--- config.mk ---
export PLATFORM = sky130hd
export DESIGN_NAME = i2c_master_byte_engine
export DESIGN_NICKNAME = d
export VERILOG_FILES = /design/src/hdl/i2cm_pkg.sv /design/src/hdl/i2cm_core.sv /design/src/hdl/i2c_master_byte_engine.sv
export SDC_FILE = /design/constraint.sdc
export NUM_CORES = 1
export LEC_CHECK = 0
export BUFFER_PORTS_ARGS = -buffer_cell sky130_fd_sc_hd__buf_2
export CORE_ASPECT_RATIO = 1.5
export CORE_MARGIN = 10
export CORE_UTILIZATION = 54
export CTS_BUF_LIST = sky130_fd_sc_hd__clkbuf_16
export DETAILED_ROUTE_END_ITERATION = 6
export GPL_TIMING_DRIVEN = 0
export PLACE_DENSITY = 0.85
export SETUP_SLACK_MARGIN = 0.4
export SYNTH_ARGS = -nofsm -noshare
export SYNTH_HDL_FRONTEND = slang
export SYNTH_SLANG_ARGS = --single-unit
--- constraint.sdc ---
create_clock -name clk_i -period 2.53 [get_ports clk_i]
set_input_delay 0.253 -clock clk_i [delete_from_list [all_inputs] [get_ports clk_i]]
set_output_delay 0.253 -clock clk_i [all_outputs]
set_load 0.1 [all_outputs]
--- src/hdl/i2cm_pkg.sv ---
`default_nettype none

package i2cm_pkg;

  localparam int unsigned DivW = 16;
  localparam int unsigned HalfW = 16;
  localparam int unsigned AckW = 10;
  localparam int unsigned CfgIdxW = 1;
  localparam int unsigned CfgDataW = 16;
  localparam int unsigned InDataW = 16;
  localparam int unsigned InUserW = 4;
  localparam int unsigned OutDataW = 16;

  localparam logic [CfgIdxW-1:0] CfgHalfPeriod = 1'b0;
  localparam logic [CfgIdxW-1:0] CfgAckTimeout = 1'b1;

  localparam logic [2:0] CmdStart = 3'd0;
  localparam logic [2:0] CmdStop = 3'd1;
  localparam logic [2:0] CmdWrite = 3'd2;
  localparam logic [2:0] CmdReadAck = 3'd3;
  localparam logic [2:0] CmdReadNack = 3'd4;

  typedef struct packed {
    logic [HalfW-1:0] half_period;
    logic [AckW-1:0]  ack_timeout;
  } cfg_t;

  typedef struct packed {
    logic       scl;
    logic       sda;
    logic       drive;
    logic       busy;
    logic       done;
    logic [7:0] rx_byte;
    logic       ack_seen;
    logic       ack_timeout;
  } res_t;

endpackage

`default_nettype wire

--- src/hdl/i2cm_core.sv ---
`default_nettype none

module i2cm_core (
  input  wire logic          clk_i,
  input  wire logic          rst_ni,
  input  wire logic          en_i,
  input  wire i2cm_pkg::cfg_t cfg_i,
  input  wire logic          cmd_valid_i,
  input  wire logic [2:0]    cmd_i,
  input  wire logic [7:0]    tx_byte_i,
  input  wire logic          sda_in_i,
  output i2cm_pkg::res_t     res_o
);
  import i2cm_pkg::*;

  typedef enum logic [21:0] {
    PhIdle   = 22'd1 << 0,
    PhStA    = 22'd1 << 1,
    PhStB    = 22'd1 << 2,
    PhStC    = 22'd1 << 3,
    PhSpA    = 22'd1 << 4,
    PhSpB    = 22'd1 << 5,
    PhSpC    = 22'd1 << 6,
    PhWrPre  = 22'd1 << 7,
    PhWrSet  = 22'd1 << 8,
    PhWrHigh = 22'd1 << 9,
    PhWrLow  = 22'd1 << 10,
    PhAkRel  = 22'd1 << 11,
    PhAkPoll = 22'd1 << 12,
    PhAkLow  = 22'd1 << 13,
    PhRdPre  = 22'd1 << 14,
    PhRdH1   = 22'd1 << 15,
    PhRdH2   = 22'd1 << 16,
    PhRdL    = 22'd1 << 17,
    PhMaA    = 22'd1 << 18,
    PhMaB    = 22'd1 << 19,
    PhMaC    = 22'd1 << 20,
    PhMaD    = 22'd1 << 21
  } phase_e;

  typedef struct packed {
    logic scl;
    logic sda;
    logic drive;
  } line_t;

  localparam logic [32:0] DivMax = 33'((64'd1 << DivW) - 64'd1);

  phase_e          ph_q, ph_d, tgt;
  logic [2:0]      act_q, act_d;
  logic [3:0]      bit_q, bit_d;
  logic [7:0]      shift_q, shift_d;
  logic [DivW-1:0] tick_q, tick_d, eff;
  logic [AckW-1:0] wait_q, wait_d;
  line_t           line_q, line_d;
  logic [1:0]      flags_q, flags_d;
  logic [7:0]      rx_q, rx_d;
  logic            do_enter, done;
  logic [32:0]     hp_ext;

  function automatic line_t enter_lines(phase_e p, line_t cur, logic msb, logic ackbit);
    line_t l;
    l = cur;
    unique case (p)
      PhStA:    l = '{1'b1, 1'b1, 1'b1};
      PhStB:    l = '{1'b1, 1'b0, 1'b1};
      PhStC:    l = '{1'b0, 1'b0, 1'b1};
      PhSpA:    l = '{1'b0, 1'b0, 1'b1};
      PhSpB:    l = '{1'b1, 1'b0, 1'b1};
      PhSpC:    l = '{1'b1, 1'b1, 1'b1};
      PhWrPre:  l = '{1'b0, cur.sda, 1'b1};
      PhWrSet:  l = '{1'b0, msb, 1'b1};
      PhWrHigh: l = '{1'b1, msb, 1'b1};
      PhWrLow:  l = '{1'b0, msb, 1'b1};
      PhAkRel:  l = '{1'b0, cur.sda, 1'b0};
      PhAkPoll: l = '{1'b1, cur.sda, 1'b0};
      PhAkLow:  l = '{1'b0, cur.sda, 1'b0};
      PhRdPre:  l = '{1'b0, cur.sda, 1'b0};
      PhRdH1:   l = '{1'b1, cur.sda, 1'b0};
      PhRdH2:   l = '{1'b1, cur.sda, 1'b0};
      PhRdL:    l = '{1'b0, cur.sda, 1'b0};
      PhMaA:    l = '{1'b0, cur.sda, 1'b0};
      PhMaB:    l = '{1'b0, ackbit, 1'b1};
      PhMaC:    l = '{1'b1, ackbit, 1'b1};
      PhMaD:    l = '{1'b0, ackbit, 1'b1};
      default:  l = cur;
    endcase
    return l;
  endfunction

  // Effective half period: zero counts as one, large values saturate.
  always_comb begin
    hp_ext = {{(33 - HalfW){1'b0}}, cfg_i.half_period};
    if (hp_ext == 33'd0) begin
      eff = DivW'(1);
    end else if (hp_ext > DivMax) begin
      eff = DivMax[DivW-1:0];
    end else begin
      eff = hp_ext[DivW-1:0];
    end
  end

  always_comb begin
    ph_d     = ph_q;
    act_d    = act_q;
    bit_d    = bit_q;
    shift_d  = shift_q;
    tick_d   = tick_q;
    wait_d   = wait_q;
    line_d   = line_q;
    flags_d  = flags_q;
    rx_d     = rx_q;
    do_enter = 1'b0;
    tgt      = PhIdle;
    done     = 1'b0;

    if (ph_q == PhIdle) begin
      if (cmd_valid_i && (cmd_i <= CmdReadNack)) begin
        act_d    = cmd_i;
        bit_d    = 4'd0;
        do_enter = 1'b1;
        if (cmd_i == CmdStart) begin
          tgt = PhStA;
        end else if (cmd_i == CmdStop) begin
          tgt = PhSpA;
        end else if (cmd_i == CmdWrite) begin
          flags_d = 2'b00;
          shift_d = tx_byte_i;
          tgt     = PhWrPre;
        end else begin
          shift_d = 8'd0;
          tgt     = PhRdPre;
        end
      end
    end else if (ph_q == PhAkPoll) begin
      if (!sda_in_i) begin
        flags_d[0] = 1'b1;
        do_enter   = 1'b1;
        tgt        = PhAkLow;
      end else if (wait_q >= cfg_i.ack_timeout) begin
        flags_d[1] = 1'b1;
        do_enter   = 1'b1;
        tgt        = PhSpA;
      end else begin
        wait_d = wait_q + AckW'(1);
      end
    end else if (tick_q > DivW'(1)) begin
      tick_d = tick_q - DivW'(1);
    end else begin
      do_enter = 1'b1;
      unique case (ph_q)
        PhStA:    tgt = PhStB;
        PhStB:    tgt = PhStC;
        PhSpA:    tgt = PhSpB;
        PhSpB:    tgt = PhSpC;
        PhWrPre:  tgt = PhWrSet;
        PhWrSet:  tgt = PhWrHigh;
        PhWrHigh: tgt = PhWrLow;
        PhWrLow: begin
          shift_d = {shift_q[6:0], 1'b0};
          bit_d   = bit_q + 4'd1;
          tgt     = (bit_d >= 4'd8) ? PhAkRel : PhWrSet;
        end
        PhAkRel:  tgt = PhAkPoll;
        PhRdPre:  tgt = PhRdH1;
        PhRdH1: begin
          shift_d = {shift_q[6:0], sda_in_i};
          tgt     = PhRdH2;
        end
        PhRdH2:   tgt = PhRdL;
        PhRdL: begin
          bit_d = bit_q + 4'd1;
          if (bit_d >= 4'd8) begin
            rx_d = shift_q;
            tgt  = PhMaA;
          end else begin
            tgt = PhRdH1;
          end
        end
        PhMaA:    tgt = PhMaB;
        PhMaB:    tgt = PhMaC;
        PhMaC:    tgt = PhMaD;
        PhStC, PhSpC, PhAkLow, PhMaD: begin
          do_enter = 1'b0;
          ph_d     = PhIdle;
          tick_d   = '0;
          done     = 1'b1;
        end
        default: begin
          do_enter = 1'b0;
          ph_d     = PhIdle;
          tick_d   = '0;
        end
      endcase
    end

    if (do_enter) begin
      ph_d   = tgt;
      tick_d = eff;
      line_d = enter_lines(tgt, line_q, shift_d[7], act_d == CmdReadNack);
      if (tgt == PhAkPoll) begin
        wait_d = '0;
      end
    end
  end

  always_ff @(posedge clk_i or negedge rst_ni) begin
    if (!rst_ni) begin
      ph_q    <= PhIdle;
      act_q   <= '0;
      bit_q   <= '0;
      shift_q <= '0;
      tick_q  <= '0;
      wait_q  <= '0;
      line_q  <= '{1'b1, 1'b1, 1'b0};
      flags_q <= '0;
      rx_q    <= '0;
    end else if (en_i) begin
      ph_q    <= ph_d;
      act_q   <= act_d;
      bit_q   <= bit_d;
      shift_q <= shift_d;
      tick_q  <= tick_d;
      wait_q  <= wait_d;
      line_q  <= line_d;
      flags_q <= flags_d;
      rx_q    <= rx_d;
    end
  end

  always_comb begin
    res_o.scl         = line_d.scl;
    res_o.sda         = line_d.sda;
    res_o.drive       = line_d.drive;
    res_o.busy        = (ph_d != PhIdle);
    res_o.done        = done;
    res_o.rx_byte     = rx_d;
    res_o.ack_seen    = flags_d[0];
    res_o.ack_timeout = flags_d[1];
  end

  a_phase_onehot: assert property (@(posedge clk_i) disable iff (!rst_ni)
    $onehot(ph_q))
    else $error("Phase register lost its one-hot code.");

  a_flags_exclusive: assert property (@(posedge clk_i) disable iff (!rst_ni)
    !(flags_q[0] && flags_q[1]))
    else $error("Acknowledge and timeout flags are both set.");

  a_done_to_idle: assert property (@(posedge clk_i) disable iff (!rst_ni)
    en_i && done |=> ph_q == PhIdle)
    else $error("Command completed but the engine did not return to idle.");

  a_poll_released: assert property (@(posedge clk_i) disable iff (!rst_ni)
    ph_q == PhAkPoll |-> !line_q.drive && line_q.scl)
    else $error("SDA is driven or SCL is low while polling for acknowledge.");

endmodule

`default_nettype wire

--- src/hdl/i2c_master_byte_engine.sv ---
// The result for a tick transaction is registered and appears in the cycle after it is taken.
// Throughput: one tick transaction per cycle while results are taken; the state update for a tick is a single
// combinational pass between the engine state registers and the output register.
// A result waiting in the output register blocks the input; the next tick enters in the
// cycle that result is taken.
// Reset is asynchronous and active low: engine idle, SCL high, SDA released, registers at defaults.
`default_nettype none

module i2c_master_byte_engine (
  input  wire logic                          clk_i,
  input  wire logic                          rst_ni,
  input  wire logic                          cfg_we_i,
  input  wire logic [i2cm_pkg::CfgIdxW-1:0]  cfg_idx_i,
  input  wire logic [i2cm_pkg::CfgDataW-1:0] cfg_wdata_i,
  input  wire logic                          s_axis_tvalid,
  output logic                               s_axis_tready,
  // tx_byte[7:0], sda_in[8], zero fill above.
  input  wire logic [i2cm_pkg::InDataW-1:0]  s_axis_tdata,
  // cmd_valid[0], cmd[3:1].
  input  wire logic [i2cm_pkg::InUserW-1:0]  s_axis_tuser,
  output logic                               m_axis_tvalid,
  input  wire logic                          m_axis_tready,
  // scl_out[0], sda_out[1], sda_drive[2], busy_res[3], done_res[4], rx_byte[12:5],
  // ack_seen[13], ack_timeout[14], zero fill above.
  output logic [i2cm_pkg::OutDataW-1:0]      m_axis_tdata
);
  import i2cm_pkg::*;

  cfg_t                cfg_q;
  res_t                res;
  logic                accept;
  logic                out_valid_q;
  logic [OutDataW-1:0] out_data_q;

  assign s_axis_tready = !out_valid_q || m_axis_tready;
  assign accept        = s_axis_tvalid && s_axis_tready;

  always_ff @(posedge clk_i or negedge rst_ni) begin
    if (!rst_ni) begin
      cfg_q.half_period <= HalfW'(10);
      cfg_q.ack_timeout <= AckW'(250);
    end else if (cfg_we_i) begin
      unique case (cfg_idx_i)
        CfgHalfPeriod: cfg_q.half_period <= cfg_wdata_i[HalfW-1:0];
        CfgAckTimeout: cfg_q.ack_timeout <= cfg_wdata_i[AckW-1:0];
        default: ;
      endcase
    end
  end

  i2cm_core u_core (
    .clk_i       (clk_i),
    .rst_ni      (rst_ni),
    .en_i        (accept),
    .cfg_i       (cfg_q),
    .cmd_valid_i (s_axis_tuser[0]),
    .cmd_i       (s_axis_tuser[3:1]),
    .tx_byte_i   (s_axis_tdata[7:0]),
    .sda_in_i    (s_axis_tdata[8]),
    .res_o       (res)
  );

  always_ff @(posedge clk_i or negedge rst_ni) begin
    if (!rst_ni) begin
      out_valid_q <= 1'b0;
    end else if (accept) begin
      out_valid_q <= 1'b1;
    end else if (m_axis_tready) begin
      out_valid_q <= 1'b0;
    end
  end

  always_ff @(posedge clk_i) begin
    if (accept) begin
      out_data_q <= {1'b0, res.ack_timeout, res.ack_seen, res.rx_byte, res.done,
                     res.busy, res.drive, res.sda, res.scl};
    end
  end

  assign m_axis_tvalid = out_valid_q;
  assign m_axis_tdata  = out_data_q;

endmodule

`default_nettype wire

==> reports/results.ini <==
[sta]
rsz0062_at_grt=true
tightest_slew_ns=1.116
finalSetupViolCount=90
min_period_over_period=1.290
finalHoldViolations=0
max_freq_ghz=0.3063
period_minus_slack_ns=3.264
whs_ns=0.06085
timing.final.max_slew_violations=0
skew_ns=0.01146
fin_ws_ns=-0.7343
slew_headroom=0.2494

[power_and_ir_drop]
p_leak_nw=4.720
irDropWorstVdd_v=0.0006730
p_per_area_mw_per_mm2=1094

[yosys]
syn_inst=706
syn_area_sq_mm=0.006813
synth-simple-area-share=0.2437
synth_edf_count=15
synth_fa_ha_area_frac=0.02571
synth_cell_type_count=80
synthMuxAreaShare=0.08228
yosysSeqAreaShare=0.4465
syn_area_per_cell_sq_um=9.650
synth_ff_type=dfrtp_1
async_flop_share=0.8729
synth_compound_area_frac=0.1455
synth_seq_cells=118
synth_xor_xnor_area_share=0.02314
yosysWarnings=0
synth_nets=762
synth_top_family_by_area=simple AND/OR/NAND/NOR gates

[detailed_routing]
wl_per_cell_microns=31.42
firstDrtPassIters=7
vias=8276
top_layer=met4
wl_mm=35.04
drtIter0Drc=1274
via_per_inst=7.422
drc=4
ant_nets=0
wl_met3_mm=4.456
wl_met2_mm=15.88
m1WireLength_mm=10.92

[setup_path]
worst-path-max-fanout=5
cp.arrival_ns=3.41
crit_chain=buf_6, nor4_4, buf_4, nand4_1, o22ai_4, buf_6, nor3_4, buf_4, nor4_4, o31a_1, nand4b_1
path_class=reg -> reg
start_kind=flop
critPathRequiredTime_ns=2.68
critPathCaptureType=flop
crit_path_top_delay_cell=dfrtp_1
critPathMaxStageDelay_ns=0.51

[die]
rows=50
dieArea_sq_mm=0.01760
fp.dieH_microns=157.6
initial_utilization=0.5472
die_w_microns=111.7
coreArea_sq_mm=0.01245
ios=60

[global_routing]
grt_antenna_before_repair=0
grt_overflow_total=0
grt_pass1_wl_mm=40.12
grt.total_usage=0.2853
grt_pass1_vias=7519
grt_max_degree=73

[clock_network]
htreeDepth=4
clockBufferDepth=2
cts_root_buf=clkbuf_16
cts.clk_slew.worst_paths_ns=0.07
clock_sinks=118
clk_latency_ns=0.43
numCtsBuffers=17
cts_tree=yes

[finish]
diodes=0
layout-drive-gt1-share=0.5620
n_fill_cell=470
num-nets-final=1002
area_growth_pct=60.09
fin_util=0.8761

[status]
status=finished with violations
violations=DRC, setup timing

[placement]
globalplace.congestion=1.005
hpwl_mm=14.00
dp_slack_ns=-0.8080
io_buffers=49

[job]
max_cap_violations=0

[hold_path]
hold_path.class=in -> reg

-- cells by family (layout without fill, tap and decap cells) --
group,count (synthesis),in the layout
adders and majority gates,14,14
buffers and inverters,50,302
muxes,50,50
AOI/OAI and AO/OA,151,151
xor gates and xnor gates,18,18
DFF,118,118
other,1,1
and+or+nand+nor,304,305
-- worst max-delay path, delay by kind of cell, from the launching register on --
family,cells,cell delay (ns)
and+or+nand+nor,5,1.09
buffers and inverters,4,0.72
AOI/OAI and AO/OA,2,0.66
DFF,1,0.51
-- stage by stage --
stage / area, sq um / setup TNS, ns / instances / power [mW]
6_report: 10910 / -41.24 / 1115 / 11.93
5_1_grt: 10910 / -45.36 / 1115 / 12.10
4_1_cts: 9544 / -6.245 / 1045 / 9.713
3_5_place_dp: 7428 / -37.43 / 912 / 5.815
3_3_place_gp: 7398 / -38.95 / 911 / 5.764
2_1_floorplan: 6958 / -1.661 / 706 / 5.016
-- power by group --
group	internal [mW]	switching, mW
Sequential	2.38	0.587
Clock	1.42	1.01
Combinational	2.72	3.81
Total	6.53	5.41
-- timing repair --
action	CTS	global route
gates cloned	3	2
hold buffers	1	0
gates resized for setup	184	200
buffers inserted	97	68
pin swaps	67	72
hold endpoints to repair	31	0
endpoints found under the setup margin	91	106
-- routing by layer --
layer | global-route usage | vias to the layer above
li1 | - | 3090
met1 | 0.2879 | 3845
met2 | 0.4908 | 948
met3 | 0.07086 | 393
met4 | 0.2296 | 0
met5 | 0 | -
-- cells in the final DEF, fill, tap and decap left out, types with 8 or more instances in the layout --
cell type and instances:
nand4_1 13, a21oi_1 15, clkbuf_16 18, o21ai_0 11
o21ai_1 17, mux2_2 26, buf_4 111, nand3_1 15
buf_2 50, nand3_4 8, nor2_4 14, edfxtp_1 15
buf_8 8, nor2_1 47, o21ai_2 25, xor2_1 8
nand2_2 21, dfrtp_1 83, inv_1 17, ha_1 11
a21oi_2 12, dfstp_2 11, a21o_1 11, mux2_4 22
nor3_1 19, nor4_4 11, nor3_4 9, buf_6 69
dfrtp_2 8, nand2_1 48
-- synth_stat cells, types with 8 or more instances --
| library cell | instances | area share |
|---|---|---|
| clkbuf_1 | 16 | 0.0088 |
| or3_1 | 9 | 0.0083 |
| xor2_1 | 8 | 0.010 |
| nand3_1 | 26 | 0.019 |
| buf_2 | 13 | 0.0095 |
| ha_1 | 14 | 0.026 |
| nand2b_1 | 9 | 0.0083 |
| dfrtp_1 | 92 | 0.34 |
| mux2_2 | 48 | 0.079 |
| nor3_1 | 30 | 0.022 |
| and3_1 | 8 | 0.0073 |
| dfstp_2 | 11 | 0.042 |
| o21ai_1 | 17 | 0.012 |
| nand4_1 | 13 | 0.012 |
| nand2_1 | 77 | 0.042 |
| nor4_1 | 14 | 0.013 |
| edfxtp_1 | 15 | 0.066 |
| o21ai_0 | 40 | 0.029 |
| xnor2_1 | 10 | 0.013 |
| inv_1 | 17 | 0.0094 |
| nor2_1 | 61 | 0.034 |
| a21oi_1 | 31 | 0.023 |
| a21o_1 | 11 | 0.012 |
-- registers in the layout, summed over array words and instances (netlist names) --
register        flops
u_core.tick_q      16
u_core.rx_q         8
cfg_q              26
m_axis_tvalid       1
u_core.act_q        3
u_core.flags_q      2
u_core.ph_q        22
u_core.shift_q      8
u_core.bit_q        4
u_core.wait_q      10
u_core.line_q       3
m_axis_tdata       15
-- path summary, 6_finish.rpt --
path / cells after the start / from / slack [ns] / endpoint
max: 11 / u_core.ph_q[21] / -0.73 / m_axis_tdata[3]
min: 2 / cfg_wdata_i[15] / 0.06 / cfg_q[25]
max reg2reg: 11 / u_core.ph_q[21] / -0.73 / m_axis_tdata[3]
min reg2reg: 2 / u_core.flags_q[1] / 0.51 / u_core.flags_q[1]
max in group asynchronous: 3 / rst_ni / 1.42 / u_core.ph_q[0]
min in group asynchronous: 2 / rst_ni / 0.34 / u_core.tick_q[10]
-- area by class of cell --
type	instances	area (sq um)	area share
Multi-Input combinational cell	539	4847	0.4444
Sequential cell	118	3055	0.2801
Timing Repair Buffer	220	1836	0.1683
Clock buffer	18	450.4	0.04130
Buffer	33	334.1	0.03063
Tap cell	156	195.2	0.01790
Clock inverter	14	125.1	0.01147
Inverter	17	63.81	0.005851
Power figures use the tool's default switching activity.
